$ cat src/design/keyed_flag_registry_top_defines.svh
// assertion macros used by the registry top module
`ifndef KEYED_FLAG_REGISTRY_TOP_DEFINES_SVH
`define KEYED_FLAG_REGISTRY_TOP_DEFINES_SVH

`ifndef SYNTHESIS
// same-cycle implication, checked out of reset
`define KFR_ASSERT_SAME(lbl, clk, rst_n, ante, cons) \
    lbl: assert property (@(posedge clk) disable iff (!(rst_n)) (ante) |-> (cons)) \
        else $error("keyed flag registry check failed");
// next-cycle implication, checked out of reset
`define KFR_ASSERT_NEXT(lbl, clk, rst_n, ante, cons) \
    lbl: assert property (@(posedge clk) disable iff (!(rst_n)) (ante) |=> (cons)) \
        else $error("keyed flag registry check failed");
`else
`define KFR_ASSERT_SAME(lbl, clk, rst_n, ante, cons)
`define KFR_ASSERT_NEXT(lbl, clk, rst_n, ante, cons)
`endif

`endif

$ cat src/design/kfr_pkg.sv
`timescale 1ns / 1ps

package kfr_pkg;

    // default table capacity
    localparam int CAPACITY_DEF = 64;

    // field widths fixed by the interface
    localparam int HASH_W     = 15;
    localparam int SLOT_SEL_W = 7;
    localparam int SLOT_OUT_W = 6;

    // only the low hash bits form the key
    localparam logic [15:0] HASH_MASK = 16'h7fff;

    // result status codes
    typedef logic [1:0] t_status;
    localparam t_status ST_HIT  = 2'd0;
    localparam t_status ST_NEW  = 2'd1;
    localparam t_status ST_FULL = 2'd2;
    localparam t_status ST_BAD  = 2'd3;

    // action codes
    localparam logic ACT_LOOKUP = 1'b0;
    localparam logic ACT_UPDATE = 1'b1;

    // input transaction
    typedef struct packed {
        logic                  action;
        logic [15:0]           key_hash;
        logic [15:0]           key_zone;
        logic [15:0]           key_link;
        logic [SLOT_SEL_W-1:0] slot_select;
        logic                  new_value;
    } t_in_item;

    // result transaction
    typedef struct packed {
        logic [SLOT_OUT_W-1:0] slot_index;
        logic                  stored_value;
        t_status               status;
    } t_out_item;

    // stored key of one entry
    typedef struct packed {
        logic [HASH_W-1:0] hash;
        logic [15:0]       zone;
        logic [15:0]       link;
    } t_key;

    // search packet moving down the chain
    typedef struct packed {
        logic valid;
        logic found;
        logic flag;
        t_key key;
    } t_pkt;

    // broadcast write bus into the cells
    typedef struct packed {
        logic key_en;
        logic flag_en;
        logic flag;
        t_key key;
    } t_wr;

endpackage

$ cat src/design/kfr_cell.sv
`timescale 1ns / 1ps

module kfr_cell
    import kfr_pkg::*;
#(
    parameter int CAPACITY = CAPACITY_DEF,
    parameter int IDX      = 0
) (
    input  logic                          i_clk,
    input  logic                          i_rst_n,
    input  logic [$clog2(CAPACITY+1)-1:0] i_count,
    input  t_wr                           i_wr,
    input  logic [$clog2(CAPACITY)-1:0]   i_wr_slot,
    input  t_pkt                          i_pkt,
    input  logic [$clog2(CAPACITY)-1:0]   i_slot,
    output t_pkt                          o_pkt,
    output logic [$clog2(CAPACITY)-1:0]   o_slot
);

    localparam int IW = $clog2(CAPACITY);
    localparam int CW = $clog2(CAPACITY + 1);

    t_key          r_key;
    logic          r_flag;
    t_pkt          r_pkt;
    t_pkt          n_pkt;
    logic [IW-1:0] r_slot;
    logic [IW-1:0] n_slot;
    logic          w_live;
    logic          w_sel;
    logic          w_hit;

    // entry is allocated and addressed by the write bus
    assign w_live = (CW'(IDX) < i_count);
    assign w_sel  = (i_wr_slot == IW'(IDX));

    // first allocated match along the chain wins
    assign w_hit = i_pkt.valid && !i_pkt.found && w_live && (r_key == i_pkt.key);

    always_comb begin
        n_pkt  = i_pkt;
        n_slot = i_slot;
        if (w_hit) begin
            n_pkt.found = 1'b1;
            n_pkt.flag  = r_flag;
            n_slot      = IW'(IDX);
        end
    end

    // entry storage
    always_ff @(posedge i_clk) begin
        if (w_sel && i_wr.key_en) begin
            r_key <= i_wr.key;
        end
        if (w_sel && (i_wr.key_en || i_wr.flag_en)) begin
            r_flag <= i_wr.flag;
        end
    end

    // packet stage toward the next cell
    always_ff @(posedge i_clk) begin
        if (!i_rst_n) begin
            r_pkt.valid <= 1'b0;
        end else begin
            r_pkt.valid <= n_pkt.valid;
        end
        r_pkt.found <= n_pkt.found;
        r_pkt.flag  <= n_pkt.flag;
        r_pkt.key   <= n_pkt.key;
        r_slot      <= n_slot;
    end

    assign o_pkt  = r_pkt;
    assign o_slot = r_slot;

endmodule

$ cat config.mk
export PLATFORM = sky130hd
export DESIGN_NAME = kfr_cell
export DESIGN_NICKNAME = d
export VERILOG_FILES = /design/src/design/keyed_flag_registry_top_defines.svh /design/src/design/kfr_pkg.sv /design/src/design/kfr_cell.sv
export SDC_FILE = /design/constraint.sdc
export NUM_CORES = 1
export LEC_CHECK = 0
export ABC_AREA = 1
export BUFFER_PORTS_ARGS = -buffer_cell sky130_fd_sc_hd__buf_2
export CAP_MARGIN = 10
export CORE_MARGIN = 4
export CORE_UTILIZATION = 45
export CTS_CLUSTER_SIZE = 24
export DETAILED_ROUTE_END_ITERATION = 10
export GPL_TIMING_DRIVEN = 0
export PLACE_DENSITY = 0.87
export SYNTH_ARGS = -nofsm -noshare
export SYNTH_HDL_FRONTEND = slang
export SYNTH_SLANG_ARGS = --single-unit
$ cat constraint.sdc
create_clock -name i_clk -period 3.8 [get_ports i_clk]
set_input_delay 0.76 -clock i_clk [delete_from_list [all_inputs] [get_ports i_clk]]
set_output_delay 0.76 -clock i_clk [all_outputs]
set_load 0.02 [all_outputs]
Word level (Yosys, flattened, before mapping)

Cells that the tools add are included.

Magnitude comparators: 1
Equal/unequal tests: 1
Muxes and demuxes: 1
Reductions and logical operators: 8

Operator list:

| cell                                                      | number |
|---|---|
| == test 47 bit                                            | 1 |
| less-than comparator 1 x 7 -> 1 bit, first input constant | 1 |
| zero test 6 bit                                           | 1 |
| logical AND 1 bit                                         | 5 |
| zero test 1 bit                                           | 1 |
| logical OR 1 bit                                          | 1 |
| two-way mux 1 bit                                         | 1 |

Flip-flop bits (word level): 104
Input port bits: 121
Output and inout bits: 56
Logic and storage cells: 22

Logic depth before layout (Yosys ltp)

Gate-level depths: netlist (run 1).

Word-level depth: 5
Mapped depth: 11
Depth with buffers taken out: 11

Worst setup path after synthesis (run 1)

Ideal clock, no wire load.

Path type: input-to-reg
Start: input i_wr_slot[1]
End: register r_key[0] in the netlist's numbering (enable)
Library setup time: 452 ps
Arrival: 3086 ps
Setup slack: 262 ps
Stages on the path: 3
Path buffers: 0
Cells stage by stage: nor4_1 -> nand2_1 -> nor2_1

Longest elaborated chain between the ends: 2

Ends and longest elaborated chain:

| element              | RTL line       | RTL |
|---|---|---|
| from (decl)          | kfr_cell.sv:13 | `input logic [$clog2(CAPACITY)-1:0] i_wr_slot,` |
| zero test 6 bit      | kfr_cell.sv:35 | `assign w_sel = (i_wr_slot == IW'(IDX));` |
| logical AND 1 bit    | kfr_cell.sv:52 | `if (w_sel && i_wr.key_en) begin` |
| to (signal assigned) | kfr_cell.sv:53 | `r_key <= i_wr.key;` |
| to (decl)            | kfr_cell.sv:23 | `t_key r_key;` |

No other way between the ends.
A chain may end at the register's enable or synchronous reset.

Final worst setup path (run 1)

Start: input i_wr_slot[1]
End: register r_key[30] in the netlist's numbering (enable)

Same word-level chain as after synthesis.

==> results of run 1 <==
state kept, by name (all words and copies together) (netlist names):
| name | flops |
|---|---|
| r_key | 47 |
| r_flag | 1 |
| o_slot | 6 |
| o_pkt | 50 |
cells in the mapped netlist (all sizes together):
master / n
a21boi: 6
a21oi: 1
dfxtp: 56
edfxtp: 48
inv: 69
nand2: 114
nand3: 4
nor2: 33
nor3: 1
nor4: 1
o21ai: 9
o22ai: 1
xnor2: 8
xor2: 1
worst reg2reg max path: stages (launching register included):
cell and delay [ns]:
edfxtp_1 0.41, nand2_1 0.08, nand2_1 0.07, nor2_2 0.13, nand2_1 0.09, nor2_2 0.11
nand2_2 0.08, nor2_4 0.18, nand2_2 0.09, nand2_1 0.07, nand2_1 0.05
layout by cell type (no fill, tap or decap), types with 5 or more instances in the layout:
master and n:
a21boi_0 6, buf_2 176, clkbuf_8 11, dfxtp_1 56
edfxtp_1 48, inv_1 68, nand2_1 110, nor2_1 25
nor2_2 5, o21ai_1 7, xnor2_1 8
logic make-up after synthesis:
family | count (synthesis) | synth area share [%]
buffers and inverters | 69 | 7.123
xor gates and xnor gates | 9 | 2.168
DFF | 104 | 70.47
and+or+nand+nor | 153 | 17.45
AOI/OAI and AO/OA | 17 | 2.787
worst paths after layout:
| check | startpoint | endpoint | cells past startpoint |
|---|---|---|---|
| min reg2reg | r_flag | o_pkt[47] | 2 |
| max | i_wr_slot[1] | r_key[30] | 5 |
| min | i_pkt[11] | o_pkt[11] | 1 |
| max reg2reg | r_key[18] | o_pkt[47] | 10 |
final cells by class:
cell class	count	area, sq um
Fill cell	655	2922
Sequential cell	104	2562
Timing Repair Buffer	177	900.9
Multi-Input combinational cell	179	822.0
Inverter	69	259.0
Clock buffer	11	151.4
Tap cell	102	127.6
Clock inverter	5	62.56
power by group:
group | internal [mW] | switching, mW
combinational | 0.0849 | 0.109
clock | 0.344 | 0.368
sequential | 1.20 | 0.00866
per-layer routing:
layer  routed length [um]  track usage (%)  up-vias
met5                    0                0        -
met4                  162            6.816        0
met3                  809            5.714       14
met2                 4111            30.68      126
met1                 3124            18.85     1204
li1                     -                -     1442
metrics by stage:
stage / setup WS, ns / TNS [ns] / cell area, sq um
after floorplan: 0.2625 / 0 / 3636
after global placement: -0.6802 / -31.85 / 4644
after detailed placement: 1.399 / 0 / 4672
after CTS: 1.792 / 0 / 4886
after global routing: 1.652 / 0 / 4886
final: 1.824 / 0 / 4886
==> results.md, run 1 <==
- Initial antenna violation count: 0
- Die Span X: approximately 98 um
- CTS Root Cell: clkbuf_8
- Seq/Total Area, Yosys: 70.47%
- Vias in the first global route: approximately 2900
- Area Overhead vs Synth: 34.38%
- RSZ-0062 raised after global routing: no
- Clk_lat worst skew: around 0.35 ns
- Clk_skew: 0.01209 ns
- LEAKAGE: approximately 2.5 nW
- Detail Placement HPWL: roughly 6600 um
- CP required: 3.85 ns
- Critical Path Start Type: input pin
- Critical Path AT: around 2.0 ns
- Clk slew on worst S/H paths: roughly 0.10 ns
- Cells after Synth: between 300 and 400
- Port bufs: 176
- Worst-Margin Slew: between 0.5 and 0.6 ns
- Mean post-synth cell area: ~10 sq um
- Yosys cell types: 21
- H-tree Lvls: 3
- Post-CTS Hold Buffers: 0
- Number of synthesized register bits: between 100 and 150
- GP Congestion: just under 0.8
- Status: complete, no violations
- Largest stage delay, worst path: roughly 0.47 ns
- Worst Setup End Kind: flop
- Peak VDD IR: between 200 and 300 uV
- Cell family with most CP delay: simple AND/OR/NAND/NOR gates
- Row count: 32
- Number of gates resized after cts: 0
- Hold_ws: approximately 0.51 ns
- Hold Vio Cnt, Final: 0
- Fmax: slightly above 0.5 GHz
- Via count: between 2000 and 3000
- Largest net degree at the start of global routing: 31
- CP max stage cell: nor2_4
- Final std cells w/o fill: around 650
- Die H: ~98 um
- DR pass1 iterations: 4
- Pwr dens: 433.5 nW/um^2
- DRT Wirelength: 8207 um
- First-pass GRT wire length: between 10000 and 15000 um
- Post-synth top area share: 39.64%
- Reg2reg setup slack: approximately 2.4 ns
- Die area: 9582 sq um
- CTS Buf Count: 9
- Overflow after GRT: 0
- Mapped Area: between 3000 and 4000 sq um
- Largest fanout on the critical path: 30
- Syn. warnings: 0
- Max cap viols: 0
- N_diodes: 0
- Critical path, cell by cell: buf_2 > nor4_1 > nand2_1 > nor2_4 > buf_12
- Clock sink count: ~100
- Placed instance count: ~630
- Synth area leader: edfxtp_1
- Crit path time final: about 2.0 ns
- Worst Path Class, Setup: input pin to flop
- Antenna-violating nets left: 0
- Worst Hold Class: input pin to flop
- CTS tree: done
- Critical path buffer and inverter count: 2
- Clock buffer depth: 2
- Starting density of the core: 46.57%
- DR WL/cell: ~13 um
- Placeable Area: 7807 sq um
- Total power: around 2.1 mW
- Nets: 661
- Final Setup Violations: 0
- Share of cells above drive strength 1: around 38%
- Post-synth net total: roughly 470
- IO Count: between 150 and 200
- Fin crit share: around half
- Postcts setup bufs: 0
- DRC: 0
- Fin util: a little over three fifths
- Top cells by area, synth: edfxtp_1 (40%), dfxtp_1 (31%), nand2_1 (11%)
- Rel. slew slack: between 60 and 70%
- Final slew viol count: 0
- Initial drt markers: 57
- GRT Total Usage: roughly 17%
- Via density: roughly 4.3
(Power assumes the default switching activity.)
==> inputs of run 2 (changes only) <==
Clock period 3.8 ns to 2 ns, I/O delays scaled along.
==> results.md, run 2 (synthesis results as in run 1) <==
- R2r worst-path depth: 10
- Switch share: 23.97%
- First-pass GRT wire length: 13480 um
- Via count: 2814
- Hold_ws: between 0.15 and 0.2 ns
- Clock sink count: roughly 100
- Final slew viol count: 0
- Cell family with most CP delay: simple AND/OR/NAND/NOR gates
- Detail Placement HPWL: about 7000 um
- Internal power: about 2.9 mW
- WHS Endpoint: o_pkt[11]
- Critical path buffer and inverter count: 2
- Final Setup Violations: 0
- Worst-Margin Slew: ~0.52 ns
- Die Span X: between 90 and 100 um
- Overflow after GRT: 0
- Area Overhead vs Synth: 33.48%
- Worst Path Class, Setup: input pin to flop
- Starting density of the core: around 47%
- Commonest non-fill, non-tap cells in the layout: buf_2 (176), nand2_1 (110), inv_1 (68), dfxtp_1 (56), edfxtp_1 (48)
- CTS Buf Count: 9
- RSZ-0062 raised after global routing: no
- CP required: just over 2 ns
- Die H: slightly below 100 um
- Port bufs: ~180
- CTS Root Cell: clkbuf_8
- Row count: 32
- Clk_lat worst skew: 0.35 ns
- Max reg flops: 50
- Worst Setup End Kind: flop
- Setup TNS: 0 ns
- DR pass1 iterations: 4
- Largest net degree at the start of global routing: 33
- Postcts setup bufs: 0
- GP Congestion: roughly 0.80
- Switch Pwr: about 930 uW
- Fin util: between 60% and 70%
- Combinational share of power: a little under a tenth
- Reg2reg setup slack: around 0.45 ns
- Rel. slew slack: about two thirds
- CTS tree: done
- Fmax: ~0.64 GHz
- H-tree Lvls: 3
- Initial antenna violation count: 0
- Critical path, cell by cell: buf_2 > nor4_1 > nand2_1 > nor2_4 > buf_12
- DRT Wirelength: between 8000 and 9000 um
- Critical Path Start Type: input pin
- Clock buffer depth: 2
- Largest stage delay, worst path: ~0.43 ns
- Peak VDD IR: just under 500 uV
- Worst Hold Class: input pin to flop
- Hold Vio Cnt, Final: 0
- LEAKAGE: ~2.5 nW
- DR WL/cell: between 10 and 15 um
- Clk pwr share: 30.9%
- DRC: 0
- Crit path time final: around 1.6 ns
- Placeable Area: 7807 sq um
- N_diodes: 0
- CP max stage cell: nor2_4
- Seq pwr share: approximately three fifths
- Clk_skew: between 0.009 and 0.01 ns
- RR Endpoint: o_pkt[47]
- Commonest non-fill, non-tap cell in the layout: buf_2
- Critical Path AT: around 1.6 ns
- Antenna-violating nets left: 0
- Number of gates resized after cts: 0
- Largest fanout on the critical path: 32
- Post-CTS Hold Buffers: 0
- Max cap viols: 0
- Worst Min Path Start: i_pkt[11]
- R2r startpoint: r_key[18]
- Nets: 661
- Status: complete, no violations
- Clk slew on worst S/H paths: 0.10 ns
- Crit. Startpoint: i_wr_slot[1]
- WHS Path Cells: 1
- Die area: 9582 sq um
- Pwr dens: ~800 nW/um^2
- GRT Total Usage: between 10% and 20%
- IO Count: approximately 180
- Via density: 4.349
- Fin crit share: 78.48%
- Vias in the first global route: just over 3000
- Initial drt markers: 43
- Share of cells above drive strength 1: about 38%
[run 2: cell types whose count changed in the layout (fill, tap and decap cells not counted), sizes merged]
cell	change
clkbuf	-1
bufinv	-1
clkinv	+3
clkinvlp	-1
[run 2: per-stage QoR]
stage | setup slack (ns) | cell area (sq um) | cells | total power, mW
finish | 0.4305 | 4853 | 647 | 3.866
global route | 0.3397 | 4853 | 647 | 4.035
CTS | 0.4203 | 4853 | 647 | 3.908
detailed placement | 0.03688 | 4672 | 631 | 2.726
global placement | -0.3233 | 4652 | 630 | 2.711
floorplan | 0.09809 | 3643 | 352 | 2.510
[run 2: layout make-up]
cell class	count	area (sq um)
fill	674	2954
sequential	104	2562
timing repair buffer	177	900.9
multi-input combinational	179	822.0
inverter	69	259.0
clock buffer	10	137.6
tap	102	127.6
clock inverter	6	43.79
[run 2: power by group through the flow]
stage                     registers, mW  clock network [mW]  logic, mW
after global routing               2.31                1.32      0.410
final                              2.30                1.19      0.372
after detailed placement           2.35                   0      0.375
after global placement             2.35                   0      0.362
after floorplan                    2.43                   0     0.0789
after CTS                          2.30                1.23      0.376
[run 2: worst max-delay path by stage]
stage | endpoint | slack (ns) | depth (start not counted)
final | r_key[21] | 0.43 | 5
after global routing | o_pkt[47] | 0.34 | 10
after CTS | o_pkt[47] | 0.42 | 10
after detailed placement | r_key[42] | 0.04 | 5
after global placement | r_key[34] | -0.32 | 4
after floorplan | r_key[0] | 0.1 | 3
[run 2: layer usage]
layer  wire [um]  GRT usage [%]  part of all wire (%)  vias to the layer above
li1            -              -                     -                     1443
met1        3161          18.87                    38                     1236
met2        4406          32.09                    52                      125
met3         740          5.500                   8.8                       10
met4         114          6.496                   1.4                        0
met5           0              0                     0                        -
==> inputs of run 3 (changes only) <==
Clock period 2 ns to 1.5 ns, I/O delays scaled along.
==> results.md, run 3 (synthesis results as in run 1) <==
- Fin util: a little over three fifths
- GP Congestion: around 0.81
- Worst Hold Class: input pin to flop
- Via density: ~4.4
- Max cap viols: 0
- Initial antenna violation count: 0
- Cell family with most CP delay: simple AND/OR/NAND/NOR gates
- Placeable Area: 7807 sq um
- Fmax: between 0.6 and 0.7 GHz
- First-pass GRT wire length: ~13000 um
- Nets: roughly 660
- Die H: between 90 and 100 um
- Critical path, cell by cell: buf_2 > nor4_4 > nand2_1 > nor2_4 > buf_12
- Detail Placement HPWL: roughly 6900 um
- Vias in the first global route: roughly 2900
- GRT Total Usage: 17.97%
- Overflow after GRT: 0
- CTS Buf Count: 9
- Port bufs: 176
- R2r worst-path depth: 10
- Crit path time final: 1.438 ns
- Critical Path AT: roughly 1.5 ns
- DR WL/cell: approximately 13 um
- Switch share: 23.34%
- Clk slew on worst S/H paths: roughly 0.1 ns
- Fin crit share: around 96%
- Row count: 32
- RSZ-0062 raised after global routing: yes
- IO Count: 177
- DRT Wirelength: between 8000 and 9000 um
- Rel. slew slack: about three fifths
- Clk pwr share: about a third
- Setup TNS: 0 ns
- Crit path to: r_key[7]
- Hold Vio Cnt, Final: 0
- Clock sink count: between 100 and 150
- Clock buffer depth: 2
- Largest stage delay, worst path: 0.38 ns
- Antenna-violating nets left: 0
- Worst-Margin Slew: 0.5992 ns
- Switch Pwr: approximately 1.2 mW
- Seq pwr share: 57.4%
- Worst Path Class, Setup: input pin to flop
- CTS Root Cell: clkbuf_8
- Share of cells above drive strength 1: just under 40%
- Internal power: around 4 mW
- Dpl ws: -0.4907 ns
- Worst Setup End Kind: flop
- LEAKAGE: 2.523 nW
- Clk_skew: 0.01455 ns
- CP required: roughly 1.6 ns
- Commonest non-fill, non-tap cells in the layout: buf_2 (176), nand2_1 (110), inv_1 (68), dfxtp_1 (56), edfxtp_1 (48)
- Initial drt markers: 56
- Combinational share of power: under 10%
- CP max stage cell: nor2_4
- Final WS setup: between 0.06 and 0.07 ns
- Status: complete, no violations
- Post-route cell area: just under 5000 sq um
- DRC: 0
- Critical Path Start Type: input pin
- Reg2reg setup slack: approximately 0.08 ns
- Largest fanout on the critical path: 24
- Via count: between 2000 and 3000
- CTS tree: done
- Area Overhead vs Synth: 35.17%
- Pwr dens: between 1000 and 1500 nW/um^2
- Max reg flops: 50
- Die area: roughly 9600 sq um
- Commonest non-fill, non-tap cell in the layout: buf_2
- Clk_lat worst skew: 0.36 ns
- DR pass1 iterations: 4
- Starting density of the core: 46.57%
- Peak VDD IR: about 620 uV
- R2r startpoint: r_key[27]
- Post-CTS Hold Buffers: 0
- Final Setup Violations: 0
- RR Endpoint: o_pkt[47]
- Critical Path Stages: 5
- Largest net degree at the start of global routing: 25
- N_diodes: 0
- Critical path buffer and inverter count: 2
- Placed cell areas: 4687 sq um
- H-tree Lvls: 3
- Crit. Startpoint: i_wr_slot[1]
- Final slew viol count: 0
- Die Span X: 97.89 um
## run 3: cell count changes in the layout (fill, tap and decap cells not counted), sizes merged
cell | before | now
clkbuf | 10 | 11
bufinv | 0 | 1
buf | 177 | 178
clkinv | 4 | 1
nor2 | 33 | 34
clkinvlp | 1 | 0
inv | 70 | 72
## run 3: final cells by class
| cell class | instances | area, sq um |
|---|---|---|
| multi-input cells | 180 | 853.3 |
| flip-flops and latches | 104 | 2562 |
| well taps | 102 | 127.6 |
| clock inverters | 5 | 62.56 |
| repair buffers | 178 | 908.4 |
| inverters | 69 | 259.0 |
| clock buffers | 11 | 141.4 |
| fillers | 685 | 2893 |
## run 3: power groups by stage
stage                     registers (mW)  clock network, mW  logic, mW
after global placement              3.13                  0      0.486
after global routing                3.08               1.97      0.552
after CTS                           3.07               1.81      0.507
after floorplan                     3.24                  0      0.106
final                               3.07               1.78      0.501
after detailed placement            3.14                  0      0.504
## run 3: worst min path at each step
stage	start	endpoint	cells after the start
3_3_place_gp	i_pkt[1]	o_pkt[1]	1
5_1_grt	i_pkt[1]	o_pkt[1]	1
6_report	i_pkt[1]	o_pkt[1]	1
2_1_floorplan	i_pkt[0]	o_pkt[0]	0
4_1_cts	i_pkt[1]	o_pkt[1]	1
3_5_place_dp	i_pkt[8]	o_pkt[8]	1
## run 3: what timing repair did
item | 4_1_cts | 5_1_grt
pin swaps | 1 | 9
setup buffers | 0 | 1
cloned | 1 | 0
gates resized for setup | 0 | 3
setup endpoints to repair | 24 | 23
## run 3: routing by layer
| layer | GRT usage [%] | routed length, um | vias up |
|---|---|---|---|
| met5 | 0 | 0 | - |
| met4 | 6.603 | 149 | 0 |
| met3 | 6.143 | 751 | 13 |
| met2 | 33.30 | 4489 | 117 |
| met1 | 18.63 | 3067 | 1252 |
| li1 | - | - | 1450 |
## run 3: through the flow
stage                     instances  total power, mW  hold WS, ns
after floorplan                 352            3.348       0.3277
final                           649            5.349      0.04612
after global routing            649            5.601      0.01876
after global placement          630            3.617       0.4173
after CTS                       648            5.390      0.02852
after detailed placement        631            3.641       0.4182
## run 3: worst register-to-register path, cell delays in order (launching register included)
cell	delay, ns
edfxtp_1	0.40
nand2_1	0.08
nand2_1	0.06
nor2_2	0.12
nand2_1	0.09
nor2_2	0.10
nand2_2	0.08
nor2_4	0.21
nand2_2	0.08
nand2_1	0.06
nand2_1	0.04
